$ cat src/rtl/core/pcmx_pkg.sv
// Shared types, register indexes, format codes and saturation helpers for the
// PCM decode and crossfade mixer. Depends on nothing; every other file imports it.
`timescale 1ns / 1ps
`default_nettype none

package pcmx_pkg;

  // Configuration register indexes.
  localparam logic [2:0] REG_FORMAT     = 3'd0;
  localparam logic [2:0] REG_FEATHER_EN = 3'd1;
  localparam logic [2:0] REG_LENGTH     = 3'd2;
  localparam logic [2:0] REG_START_GAIN = 3'd3;
  localparam logic [2:0] REG_SLOPE      = 3'd4;

  localparam int CFG_IDX_W  = 3;
  localparam int CFG_DATA_W = 26;

  // Sample format codes; the unused code decodes as 24-bit.
  localparam logic [1:0] FMT_8  = 2'd0;
  localparam logic [1:0] FMT_16 = 2'd1;
  localparam logic [1:0] FMT_24 = 2'd2;

  // Divisors of the narrow formats and their rounding offsets.
  localparam logic [15:0] DIV8   = 16'd127;
  localparam logic [15:0] DIV16  = 16'd32767;
  localparam logic [29:0] HALF8  = 30'd63;
  localparam logic [29:0] HALF16 = 30'd16383;

  // Reciprocals floor(2^RECIP_SHIFT / divisor) for the divide by a constant.
  localparam int          RECIP_SHIFT = 30;
  localparam logic [31:0] RECIP8      = 32'((64'd1 << RECIP_SHIFT) / 64'd127);
  localparam logic [31:0] RECIP16     = 32'((64'd1 << RECIP_SHIFT) / 64'd32767);

  // Width of the shared multiplier operands.
  localparam int MUL_W = 32;

  localparam logic signed [23:0] OUT_MAX = 24'sh7fffff;
  localparam logic signed [23:0] OUT_MIN = 24'sh800000;

  typedef struct packed {
    logic [1:0]  fmt;
    logic        feather_en;
    logic [15:0] length;
    logic [24:0] start_gain;
    logic [25:0] slope;
  } cfg_t;

  // Applies a sign to a magnitude and saturates to 24 bits signed.
  function automatic logic signed [23:0] sat_mag(input logic neg, input logic [33:0] mag);
    logic signed [23:0] result;
    if (neg) begin
      if (mag > 34'd8388608) result = OUT_MIN;
      else                   result = 24'(~mag + 34'd1);
    end else begin
      if (mag > 34'd8388607) result = OUT_MAX;
      else                   result = 24'(mag);
    end
    return result;
  endfunction

  // Saturates a 26-bit signed sum to 24 bits signed.
  function automatic logic signed [23:0] sat26(input logic signed [25:0] v);
    logic signed [23:0] result;
    if (v > 26'sd8388607)       result = OUT_MAX;
    else if (v < -26'sd8388608) result = OUT_MIN;
    else                        result = v[23:0];
    return result;
  endfunction

endpackage

`default_nettype wire

$ cat src/rtl/core/pcmx_mul.sv
// Shared unsigned multiplier with a registered product.
// Depends on pcmx_pkg for the operand width.
`timescale 1ns / 1ps
`default_nettype none

module pcmx_mul (
  input  wire logic                          clk,
  input  wire logic [pcmx_pkg::MUL_W-1:0]    a,
  input  wire logic [pcmx_pkg::MUL_W-1:0]    b,
  output logic      [2*pcmx_pkg::MUL_W-1:0]  p
);
  import pcmx_pkg::*;

  always_ff @(posedge clk) begin
    p <= a * b;
  end

endmodule

`default_nettype wire

$ cat src/rtl/core/pcmx_cfg.sv
// Configuration register file of the mixer; writes are always accepted.
// Depends on pcmx_pkg for the register indexes and the cfg_t struct.
`timescale 1ns / 1ps
`default_nettype none

module pcmx_cfg (
  input  wire logic                              clk,
  input  wire logic                              rst,
  input  wire logic                              wr_en,
  input  wire logic [pcmx_pkg::CFG_IDX_W-1:0]    wr_index,
  input  wire logic [pcmx_pkg::CFG_DATA_W-1:0]   wr_data,
  output pcmx_pkg::cfg_t                         cfg
);
  import pcmx_pkg::*;

  always_ff @(posedge clk) begin
    if (rst) begin
      cfg.fmt        <= FMT_16;
      cfg.feather_en <= 1'b0;
      cfg.length     <= '0;
      cfg.start_gain <= '0;
      cfg.slope      <= '0;
    end else if (wr_en) begin
      case (wr_index)
        REG_FORMAT:     cfg.fmt        <= wr_data[1:0];
        REG_FEATHER_EN: cfg.feather_en <= wr_data[0];
        REG_LENGTH:     cfg.length     <= wr_data[15:0];
        REG_START_GAIN: cfg.start_gain <= wr_data[24:0];
        REG_SLOPE:      cfg.slope      <= wr_data[25:0];
        default: ;
      endcase
    end
  end

endmodule

`default_nettype wire

$ cat src/rtl/core/pcm_decode_crossfade_mixer.sv
// Top level of the PCM decode and crossfade mixer: sequencer and datapath.
// Depends on pcmx_pkg, pcmx_cfg (register file) and pcmx_mul (shared multiplier).
`timescale 1ns / 1ps
`default_nettype none

// Each input transaction carries one raw PCM sample, the old mix sample at the
// same position and a last-in-buffer flag, and produces exactly one output
// transaction with the mixed Q1.23 sample. The block works on one sample at a
// time: in_stall is high from the cycle after a sample is taken until its
// result has moved into the output register. All products go through one
// shared 32x32 multiplier, so the sample period is set by how many products a
// sample needs. An 8-bit or 16-bit sample passes the decode steps DEC_Q, DEC_R,
// DEC_M and DEC_FIX; one in the added region past the crossfade adds CENTER, and
// a crossfaded one adds GAIN_MUL, GAIN_FIX, MIX_MUL and MIX_FIX. A 24-bit sample
// needs no decode products and skips to DEC_FIX; the output side can stall a
// finished result. The output register lets a new sample be taken while the
// previous result still waits. Configuration writes are accepted on every
// cycle and should only be issued while no sample is in flight.
module pcm_decode_crossfade_mixer #(
  parameter int FRACTION_BITS = 23,
  parameter int GAIN_BITS     = 24
) (
  input  wire logic                              clk,
  input  wire logic                              rst,
  // Sample input channel.
  input  wire logic                              in_valid,
  output logic                                   in_stall,
  input  wire logic signed [23:0]                raw_sample,
  input  wire logic signed [23:0]                old_mix,
  input  wire logic                              last_in_buffer,
  // Result channel.
  output logic                                   out_valid,
  input  wire logic                              out_stall,
  output logic signed [23:0]                     mixed_sample,
  // Configuration write channel.
  input  wire logic                              cfg_valid,
  output logic                                   cfg_ready,
  input  wire logic [pcmx_pkg::CFG_IDX_W-1:0]    cfg_index,
  input  wire logic [pcmx_pkg::CFG_DATA_W-1:0]   cfg_data
);
  import pcmx_pkg::*;

  // Split 2^FRACTION_BITS = Q * D + R so that the narrow decode becomes
  // |s| * Q plus a small division of |s| * R + D/2 by the constant D.
  localparam logic [63:0] POW_F = 64'd1 << FRACTION_BITS;
  localparam logic [31:0] Q8    = 32'(POW_F / 64'd127);
  localparam logic [15:0] R8    = 16'(POW_F % 64'd127);
  localparam logic [31:0] Q16   = 32'(POW_F / 64'd32767);
  localparam logic [15:0] R16   = 16'(POW_F % 64'd32767);

  // The 24-bit decode is a shift by FRACTION_BITS - 23 with rounding.
  localparam int WIDE_W = 25 + FRACTION_BITS;

  // Gain of one and the rounding offset of the crossfade product.
  localparam int          GAIN_W = GAIN_BITS + 1;
  localparam logic [42:0] GAIN_ONE = 43'(64'd1 << GAIN_BITS);
  localparam logic [63:0] HALF_G   = 64'd1 << (GAIN_BITS - 1);

  typedef enum logic [3:0] {
    S_IDLE,
    S_DEC_Q,
    S_DEC_R,
    S_DEC_M,
    S_DEC_FIX,
    S_CENTER,
    S_GAIN_MUL,
    S_GAIN_FIX,
    S_MIX_MUL,
    S_MIX_FIX,
    S_DONE
  } state_t;

  state_t state;

  cfg_t cfg;

  logic                 in_accept;
  logic                 out_load;

  // Per-sample registers.
  logic [15:0]          pos;
  logic [15:0]          k_reg;
  logic [23:0]          raw_reg;
  logic signed [23:0]   old_reg;
  logic [31:0]          base;
  logic [29:0]          x_reg;
  logic signed [23:0]   d_reg;
  logic [24:0]          diff_mag;
  logic                 diff_neg;
  logic [GAIN_W-1:0]    g_reg;
  logic signed [23:0]   res;

  // Shared multiplier.
  logic [MUL_W-1:0]     mul_a;
  logic [MUL_W-1:0]     mul_b;
  logic [2*MUL_W-1:0]   prod;

  // Decode datapath.
  logic [23:0]          s_val;
  logic                 s_neg;
  logic [23:0]          s_mag;
  logic                 is_wide;
  logic                 is_8;
  logic [31:0]          div_q;
  logic [15:0]          div_r;
  logic [29:0]          div_half;
  logic [31:0]          div_m;
  logic [15:0]          div_d;
  logic [29:0]          x_next;
  logic [23:0]          q0;
  logic [39:0]          q0_ext;
  logic [39:0]          q0_d;
  logic [39:0]          rem;
  logic [24:0]          q_frac;
  logic [33:0]          narrow_mag;
  logic [WIDE_W-1:0]    wide_sum;
  logic [33:0]          wide_mag;
  logic signed [23:0]   d_next;

  // Mixing datapath.
  logic signed [25:0]   center_sum;
  logic                 slope_neg;
  logic [25:0]          slope_mag;
  logic signed [42:0]   gain_term;
  logic signed [42:0]   gain_sum;
  logic [GAIN_W-1:0]    g_next;
  logic signed [24:0]   diff;
  logic [24:0]          diff_mag_next;
  logic [24:0]          mix_t;
  logic signed [25:0]   mix_term;
  logic signed [25:0]   mix_sum;

  pcmx_cfg u_cfg (
    .clk      (clk),
    .rst      (rst),
    .wr_en    (cfg_valid && cfg_ready),
    .wr_index (cfg_index),
    .wr_data  (cfg_data),
    .cfg      (cfg)
  );

  pcmx_mul u_mul (
    .clk (clk),
    .a   (mul_a),
    .b   (mul_b),
    .p   (prod)
  );

  assign cfg_ready = 1'b1;
  assign in_stall  = (state != S_IDLE);
  assign in_accept = in_valid && !in_stall;
  assign out_load  = (state == S_DONE) && (!out_valid || !out_stall);

  // Sign-extend the raw code per format and take its magnitude.
  always_comb begin
    unique case (cfg.fmt)
      FMT_8:   s_val = {{16{raw_reg[7]}}, raw_reg[7:0]};
      FMT_16:  s_val = {{8{raw_reg[15]}}, raw_reg[15:0]};
      default: s_val = raw_reg;
    endcase
  end

  assign s_neg   = s_val[23];
  assign s_mag   = s_neg ? (~s_val + 24'd1) : s_val;
  assign is_8    = (cfg.fmt == FMT_8);
  assign is_wide = (cfg.fmt != FMT_8) && (cfg.fmt != FMT_16);

  assign div_q    = is_8 ? Q8 : Q16;
  assign div_r    = is_8 ? R8 : R16;
  assign div_half = is_8 ? HALF8 : HALF16;
  assign div_m    = is_8 ? RECIP8 : RECIP16;
  assign div_d    = is_8 ? DIV8 : DIV16;

  // Operand selection for the shared multiplier.
  always_comb begin
    mul_a = '0;
    mul_b = '0;
    unique case (state)
      S_DEC_Q: begin
        mul_a = MUL_W'(s_mag);
        mul_b = div_q;
      end
      S_DEC_R: begin
        mul_a = MUL_W'(s_mag);
        mul_b = MUL_W'(div_r);
      end
      S_DEC_M: begin
        mul_a = MUL_W'(x_next);
        mul_b = div_m;
      end
      S_GAIN_MUL: begin
        mul_a = MUL_W'(slope_mag);
        mul_b = MUL_W'(k_reg);
      end
      S_MIX_MUL: begin
        mul_a = MUL_W'(diff_mag);
        mul_b = MUL_W'(g_reg);
      end
      default: ;
    endcase
  end

  // The remainder term |s| * R + D/2 stays below 2^30 for both narrow formats.
  assign x_next = prod[29:0] + div_half;

  // Reciprocal quotient is at most one short; one compare and add fixes it.
  assign q0     = prod[RECIP_SHIFT+23:RECIP_SHIFT];
  assign q0_ext = 40'(q0);
  assign q0_d   = is_8 ? ((q0_ext << 7) - q0_ext) : ((q0_ext << 15) - q0_ext);
  assign rem    = 40'(x_reg) - q0_d;
  assign q_frac = 25'(q0) + ((rem >= 40'(div_d)) ? 25'd1 : 25'd0);
  assign narrow_mag = 34'(base) + 34'(q_frac);

  // Wide format: round |s| * 2^FRACTION_BITS / 2^23 to nearest.
  assign wide_sum = (WIDE_W'(s_mag) << FRACTION_BITS) + (WIDE_W'(1) << 22);
  assign wide_mag = 34'(wide_sum >> 23);

  assign d_next = sat_mag(s_neg, is_wide ? wide_mag : narrow_mag);

  // Past the crossfade region the new sample is added into the old mix.
  assign center_sum = {{2{old_reg[23]}}, old_reg} + {{2{d_reg[23]}}, d_reg};

  // Gain = start + slope * k, clamped to [0, 1.0].
  assign slope_neg = cfg.slope[25];
  assign slope_mag = slope_neg ? (~cfg.slope + 26'd1) : cfg.slope;
  assign gain_term = slope_neg ? -$signed({2'b00, prod[40:0]}) : $signed({2'b00, prod[40:0]});
  assign gain_sum  = $signed({18'd0, cfg.start_gain}) + gain_term;

  always_comb begin
    if (gain_sum < 43'sd0)                  g_next = '0;
    else if ($unsigned(gain_sum) > GAIN_ONE) g_next = GAIN_W'(GAIN_ONE);
    else                                     g_next = GAIN_W'(gain_sum);
  end

  assign diff          = {d_reg[23], d_reg} - {old_reg[23], old_reg};
  assign diff_mag_next = diff[24] ? (~diff + 25'd1) : diff;

  // Crossfade: old + round((d - old) * g), ties away from zero.
  assign mix_t    = 25'((prod + HALF_G) >> GAIN_BITS);
  assign mix_term = diff_neg ? -$signed({1'b0, mix_t}) : $signed({1'b0, mix_t});
  assign mix_sum  = {{2{old_reg[23]}}, old_reg} + mix_term;

  always_ff @(posedge clk) begin
    if (rst) begin
      state     <= S_IDLE;
      pos       <= '0;
      out_valid <= 1'b0;
    end else begin
      if (out_load) begin
        out_valid    <= 1'b1;
        mixed_sample <= res;
      end else if (!out_stall) begin
        out_valid <= 1'b0;
      end

      unique case (state)
        S_IDLE: begin
          if (in_accept) begin
            raw_reg <= raw_sample;
            old_reg <= old_mix;
            k_reg   <= pos;
            if (last_in_buffer)      pos <= '0;
            else if (pos != 16'hffff) pos <= pos + 16'd1;
            state <= is_wide ? S_DEC_FIX : S_DEC_Q;
          end
        end
        S_DEC_Q: state <= S_DEC_R;
        S_DEC_R: begin
          base  <= prod[31:0];
          state <= S_DEC_M;
        end
        S_DEC_M: begin
          x_reg <= x_next;
          state <= S_DEC_FIX;
        end
        S_DEC_FIX: begin
          d_reg <= d_next;
          res   <= d_next;
          if (!cfg.feather_en)          state <= S_DONE;
          else if (k_reg < cfg.length)  state <= S_GAIN_MUL;
          else                          state <= S_CENTER;
        end
        S_CENTER: begin
          res   <= sat26(center_sum);
          state <= S_DONE;
        end
        S_GAIN_MUL: state <= S_GAIN_FIX;
        S_GAIN_FIX: begin
          g_reg    <= g_next;
          diff_mag <= diff_mag_next;
          diff_neg <= diff[24];
          state    <= S_MIX_MUL;
        end
        S_MIX_MUL: state <= S_MIX_FIX;
        S_MIX_FIX: begin
          res   <= sat26(mix_sum);
          state <= S_DONE;
        end
        S_DONE: begin
          if (out_load) state <= S_IDLE;
        end
        default: state <= S_IDLE;
      endcase
    end
  end

  // A sample taken closes the input until its result is out.
  a_busy_after_accept: assert property (@(posedge clk) disable iff (rst)
    in_accept |=> in_stall)
    else $error("input not stalled after a transaction was taken");

  // A new result appears only from the final step of the sequencer.
  a_result_from_done: assert property (@(posedge clk) disable iff (rst)
    $rose(out_valid) |-> $past(state == S_DONE))
    else $error("result presented without finishing a sample");

  // The position counter advances by one on an ordinary sample.
  a_pos_advance: assert property (@(posedge clk) disable iff (rst)
    (in_accept && !last_in_buffer && pos != 16'hffff) |=> (pos == $past(pos) + 16'd1))
    else $error("position counter did not advance");

endmodule

`default_nettype wire
$ cat config.mk
export PLATFORM = sky130hd
export DESIGN_NAME = pcm_decode_crossfade_mixer
export DESIGN_NICKNAME = d
export VERILOG_FILES = /design/src/rtl/core/pcmx_pkg.sv /design/src/rtl/core/pcmx_mul.sv /design/src/rtl/core/pcmx_cfg.sv /design/src/rtl/core/pcm_decode_crossfade_mixer.sv
export SDC_FILE = /design/constraint.sdc
export NUM_CORES = 2
export LEC_CHECK = 0
export ABC_AREA = 1
export BUFFER_PORTS_ARGS = -buffer_cell sky130_fd_sc_hd__buf_2
export CAP_MARGIN = 40
export CORE_ASPECT_RATIO = 0.9
export CORE_MARGIN = 3
export CORE_UTILIZATION = 33
export CTS_CLUSTER_DIAMETER = 30
export DETAILED_ROUTE_END_ITERATION = 8
export HOLD_SLACK_MARGIN = 0.02
export PLACE_DENSITY = 0.46
export SYNTH_ARGS = -nofsm -noshare
export SYNTH_HDL_FRONTEND = slang
export SYNTH_SLANG_ARGS = --single-unit
export TNS_END_PERCENT = 1
$ cat constraint.sdc
create_clock -name clk -period 10.85 [get_ports clk]
set_input_delay 1.085 -clock clk [delete_from_list [all_inputs] [get_ports clk]]
set_output_delay 1.085 -clock clk [all_outputs]
set_load 0.005 [all_outputs]
### Yosys cells after proc, flatten, opt, wreduce, memory -nomap -nowiden

Cells that the tools add are included.

| operators by class | value |
|---|---|
| order comparisons | 10 |
| muxes and demuxes | 35 |
| multipliers | 1 |
| add/subtract/negate cells | 19 |
| eq/ne operators | 20 |
| bitwise operators | 5 |
| reductions and logical operators | 31 |

Operator list:

| operator | number |
|---|---|
| 24-bit 2-to-1 mux | 10 |
| 25-bit case mux with 5 select lines | 1 |
| 30-bit case mux with 4 select lines | 1 |
| 24-bit case mux with 3 select lines | 1 |
| 30-bit by 25-bit multiplier with 54-bit output | 1 |
| 26-bit 2-to-1 mux | 2 |
| 49-bit by 24-bit adder with 49-bit output, second input constant | 1 |
| 24-bit by 1-bit adder with 24-bit output, second input constant | 2 |
| 47-bit by 23-bit adder with 48-bit output, second input constant | 1 |
| 24-bit inverter | 2 |
| 24-bit case mux with 2 select lines | 1 |
| 26-bit by 43-bit adder with 43-bit output | 1 |
| 43-bit by 25-bit > comparator with 1-bit output, second input constant | 1 |
| 43-bit by 1-bit less-than comparator with 1-bit output, second input constant | 1 |
| 43-bit 2-to-1 mux | 1 |
| 41-bit negation with 43-bit output | 1 |
| 40-bit by 15-bit greater-or-equal comparator with 1-bit output | 1 |
| 40-bit 2-to-1 mux | 1 |
| 4-bit case mux with 10 select lines | 1 |
| 30-bit by 40-bit subtractor with 40-bit output | 1 |
| 39-bit by 24-bit subtractor with 40-bit output | 1 |
| 32-bit by 25-bit adder with 33-bit output | 1 |
| 33-bit by 23-bit > comparator with 1-bit output, second input constant | 1 |
| 33-bit by 24-bit > comparator with 1-bit output, second input constant | 1 |
| other kinds (52) | 85 |

| word-level totals | value |
|---|---|
| output and inout port bits | 27 |
| logic and storage cells | 143 |
| flip-flop bits (word level) | 394 |
| input port bits | 83 |

### Logic depth before layout (Yosys ltp)

| logic depth | value |
|---|---|
| word-level depth | 13 |
| depth in mapped cells | 55 |

### Hierarchy

Synthesis repeated with hierarchy kept, for this count alone.

| second synthesis, totals | value |
|---|---|
| cells, all modules | 10310 |
| area, all modules | 71322.2 µm² |

Modules (own cells, without submodules):

| module | cells each | area each (µm²) | instances | seq. area each (µm²) |
|---|---|---|---|---|
| pcmx_mul | 5053 | 37554.8 | 1 | 1281.2 |
| pcm_decode_crossfade_mixer | 4839 | 30893.4 | 1 | 7897.6 |
| pcmx_cfg | 418 | 2874.0 | 1 | 1401.3 |

### Worst setup path after synthesis

No wires, ideal clock.

| path | value |
|---|---|
| path type | reg2reg |
| start point | register, netlist name u_cfg.cfg[68] |
| end point | register u_mul.p[53] (netlist bit) |
| path slack | 1.759 ns |
| required time | 10.778 ns |
| stages on the path, launching flop included | 44 |
| data arrival time | 9.020 ns |
| clock period less this slack | 9.091 ns |
| buffers on the path | 4 |
| cell sequence | dfxtp_1 inv_1 nand2_4 buf_6 clkbuf_1 clkbuf_1 ha_1 inv_1 nor3_1 nand3_1 o2111a_1 inv_1 nand3_1 nor2_1 nand3_1 nor2_1 xor2_1 o211ai_1 [... 8 more ...] fa_1 inv_1 fa_1 inv_1 fa_1 fa_1 ha_1 nand2_1 nor2_1 inv_1 nor4_1 nand3_1 nand3_1 nand2_1 o211ai_1 a21oi_1 o21ai_0 xor2_1 |

| on the way | value |
|---|---|
| word-level cells in the longest chain between the ends | 7 |
| elaborated cells between the ends (all ways) | 14 |
| those cells by class | add/sub: 2; mul: 1; eq/ne: 1; mux: 8; bitwise: 1; reduce/logical: 1 |

RTL lines:

| item | line | RTL |
|---|---|---|
| 2-bit by 1-bit == test with 1-bit output or 2-bit zero test (tied branches) | pcm_decode_crossfade_mixer.sv:156, pcm_decode_crossfade_mixer.sv:165 |  |
| 24-bit case mux with 2 select lines | pcm_decode_crossfade_mixer.sv:156 | `unique case (cfg.fmt)` |
| 24-bit inverter | pcm_decode_crossfade_mixer.sv:164 | `assign s_mag = s_neg ? (~s_val + 24'd1) : s_val;` |
| 24-bit by 1-bit adder with 24-bit output | pcm_decode_crossfade_mixer.sv:164 |  |
| 24-bit 2-to-1 mux | pcm_decode_crossfade_mixer.sv:164 |  |
| 30-bit case mux with 4 select lines | pcm_decode_crossfade_mixer.sv:178 | `unique case (state)` |
| 30-bit by 25-bit multiplier with 54-bit output (*) | pcmx_mul.sv:15 | `p <= a * b;` |
| to (signal assigned) | pcmx_mul.sv:15 |  |
| to (decl) | pcmx_mul.sv:10 | `output logic [2*pcmx_pkg::MUL_W-1:0] p` |

Mark *: on every way between the ends. The rest lies on a longest branch, timed or not.
A chain may end at the register's enable or synchronous reset.

### Worst setup path in the final report

| path | value |
|---|---|
| start point | register, netlist name u_cfg.cfg[69] |
| end point | register u_mul.p[53] (netlist bit) |

| on the way | value |
|---|---|
| elaborated cells between the ends (all ways) | 14 |
| those cells by class | add/sub: 2; mul: 1; eq/ne: 1; mux: 8; bitwise: 1; reduce/logical: 1 |

RTL lines:

| item | line | RTL |
|---|---|---|
| 2-bit zero test | pcm_decode_crossfade_mixer.sv:165 | `assign is_8 = (cfg.fmt == FMT_8);` |
| 14-bit 2-to-1 mux | pcm_decode_crossfade_mixer.sv:170 | `assign div_half = is_8 ? HALF8 : HALF16;` |
| 30-bit by 14-bit adder with 30-bit output | pcm_decode_crossfade_mixer.sv:204 | `assign x_next = prod[29:0] + div_half;` |
| via x_next[28] | pcm_decode_crossfade_mixer.sv:109 | `logic [29:0] x_next;` |
| 30-bit case mux with 4 select lines | pcm_decode_crossfade_mixer.sv:178 |  |
| 30-bit by 25-bit multiplier with 54-bit output | pcmx_mul.sv:15 |  |

The timed path passes the listed nets, and every way through them passes these cells.

==> run summary <==
status: finished, final reports clean
gpl congestion: 0.9739
number of global-route vias before repair: 54,170
met2 Usage GRT: 0.4271
post-route cell area: 0.06603 mm^2
Overflow after GRT: 0
die extent in x: 447.3 um
dpl hpwl: 205.3 mm
antenna violations before repair: 8
input/output buffers: 108
Final Max Tran Viols: 0
Post-CTS Setup Inserts: 0
commonest non-fill, non-tap cell in the layout: nand2_1
worst setup path endpoint: u_mul.p[53]
CP Capture Type: flop
Detailed Routing Iterations Pass 1: 7
final setup margin: 1.032 ns
gr busiest metal: met2
RSZ-0062 raised after global routing: no
sequential fraction of the synthesis area: 0.1795
fmax: 101.9 MHz
Synth area leader: fa_1
fillers: 18,470
final setup fails: 0
CTS tree: yes
initial detailed-routing violation count: 4,309
routed len/inst: 23.06 um
Crit path top cell by count: inv_1
CTS sink cnt: 394
Worst Hold Class: flop to flop
GR Util met3: 0.03031
Initial Util: 0.3328
Worst Path Required: 11.39 ns
WP data arrival: 10.36 ns
Largest regs: u_cfg.cfg: 70 flops, u_mul.p: 54 flops, base: 32 flops
Seq cells post-synth: 394
clk_skew: 0.08973 ns
min Tclk post-route: 9.818 ns
synthesized instance count: 8,018
R2R depth: 41
Clock Latency Late Sink: 0.75 ns
max incr delay on CP: 0.54 ns
Vias per Instance: 5.069
DRC viols: 0
share of cells above drive strength 1: 0.07395
Post-CTS Hold Fix Bufs: 0
Critical R2R Launch: u_cfg.cfg[69]
Routed WL: 244.9 mm
r2r setup slk: 1.03 ns
total number of vias: 53,850
H-Tree Depth: 3
Max rail drop VDD: 0.0001336 V
EDFF count, synth: 249
global-route wire length before repair: 360.5 mm
Crit. Startpoint: u_cfg.cfg[69]
Synth cell types: 69
I/O pins: 110
dpl cell area: 0.06210 mm^2
CP max-delay cell: fa_1
top cell type's share of synthesized area: 0.2240
r2r endpoint: u_mul.p[53]
critical path type: flop to flop
Biggest register: u_cfg.cfg
max reg flops: 70
worst-margin pin slew: 0.9313 ns
Final Hold Viols: 0
post-route antenna net violation count: 0
post-cts resize count: 0
Setup WS pre-CTS: 1.225 ns
leakage power: 31.91 nW
largest net degree at the start of global routing: 51
root buf cell: clkbuf_16
TritonCTS Buffers: 107
die area: 0.1803 mm^2
number of nets in the layout: 9,386
YS warnings: 0
clk buf depth: 3
core area: 0.1738 mm^2
Most used DFF post-synth: edfxtp_1
Setup TNS: 0 ns
Tcrit/Tclk final: 0.9048
Max Cap Viol: 0
Syn Std Cell Area: 0.05784 mm^2
power density over the cells: 234.8 mW/mm^2
Synth Area per Inst: 7.213 um^2
Reg clk slew, reported paths: 0.04 ns
# rows: 145
Crit Path Max Fanout: 36
GR Util met1: 0.3831
Rel. slew slack: 0.3747
Die Y: 403.2 um
area grow syn2layout: 14.17%
total global-route track usage: 0.2698
ranking of synthesized cells by area: fa_1 (22%), nand2_1 (13%), edfxtp_1 (13%)
asr flop ratio synth: 0
commonest non-fill, non-tap cells in the layout: nand2_1 (2,000), inv_1 (1,533), nor2_1 (768), fa_1 (647), a21oi_1 (428)
Startpoint Class: flop
[area by class of cell]
| cell class | instances | area, um^2 | area share |
|---|---|---|---|
| clock inverter | 71 | 1006 | 0.01523 |
| sequential | 394 | 10380 | 0.1572 |
| tap | 2278 | 2850 | 0.04316 |
| antenna | 1 | 2.502 | 0.00003790 |
| multi-input combinational | 5934 | 41110 | 0.6226 |
| clock buffer | 131 | 2923 | 0.04426 |
| inverter | 1550 | 5826 | 0.08822 |
| timing repair buffer | 264 | 1929 | 0.02922 |
[worst max-delay path: cells and delay by family, from the launching register on]
kind / cells / cell delay [ns]
simple gates: 14 / 2.34
flops: 1 / 0.34
compound gates: 7 / 1.18
buf+inv: 9 / 0.99
xor+xnor: 2 / 0.51
fa+ha+maj: 9 / 4.23
[cell families (layout without fill, tap and decap cells)]
| kind of cell | after synthesis | after routing | share of synthesized area |
|---|---|---|---|
| DFF | 394 | 394 | 0.1795 |
| xor gates and xnor gates | 268 | 268 | 0.04058 |
| buffers and inverters | 1771 | 2016 | 0.1177 |
| and+or+nand+nor | 3572 | 3572 | 0.2586 |
| other | 2 | 84 | 0.0001299 |
| AOI/OAI and AO/OA | 959 | 959 | 0.09197 |
| adders and majority gates | 1052 | 1052 | 0.3116 |
[through the flow]
step	total power, mW	hold WS [ns]	std cells	util
floorplan	8.288	0.4003	8099	-
global placement	11.99	0.4024	10400	0.3555
detailed placement	12.00	0.4045	10420	0.3573
CTS	15.49	0.4084	10620	0.3799
global route	16.65	0.4115	10620	0.3799
finish	15.50	0.4005	10620	0.3799
[report_power, final]
part | total (mW) | leakage [nW] | switching, mW | internal, mW
Combinational | 9.94 | 26.6 | 6.96 | 2.97
Sequential | 2.18 | 3.46 | 0.336 | 1.85
Clock | 3.38 | 1.89 | 1.04 | 2.34
Total | 15.5 | 31.9 | 8.34 | 7.16
[synthesized netlist by cell type, types with 12 or more instances]
library cell	instances
a21o_1	20
a21oi_1	429
a31oi_1	31
and2_1	12
buf_2	37
clkbuf_1	162
dfxtp_1	145
edfxtp_1	249
fa_1	647
ha_1	405
inv_1	1533
nand2_1	2000
nand2_2	22
nand3_1	409
nand3_2	18
nand3b_1	30
nand4_1	95
nor2_1	780
nor2_2	50
nor3_1	97
nor4_1	16
o211ai_1	13
o21a_1	23
o21ai_0	312
o21ai_1	18
o21bai_1	24
o22ai_1	19
or2_2	15
xnor2_1	79
xor2_1	189
[routing by layer]
metal,routed length [um],vias to the layer above,share of wire
met3,14110,275,0.058
met1,113300,26420,0.46
met5,0,-,0
li1,-,25480,-
met2,109000,1675,0.44
met4,8512,0,0.035
[worst min-delay path by stage]
stage / to / cells past startpoint / start / slack, ns
6_report: mixed_sample[20] / 0 / res[20] / 0.40
4_1_cts: mixed_sample[20] / 0 / res[20] / 0.41
5_1_grt: mixed_sample[20] / 0 / res[20] / 0.41
3_3_place_gp: mixed_sample[17] / 0 / res[17] / 0.40
3_5_place_dp: mixed_sample[4] / 0 / res[4] / 0.40
2_1_floorplan: mixed_sample[0] / 0 / res[0] / 0.40
No activity file was read; power rests on OpenSTA's default activity.
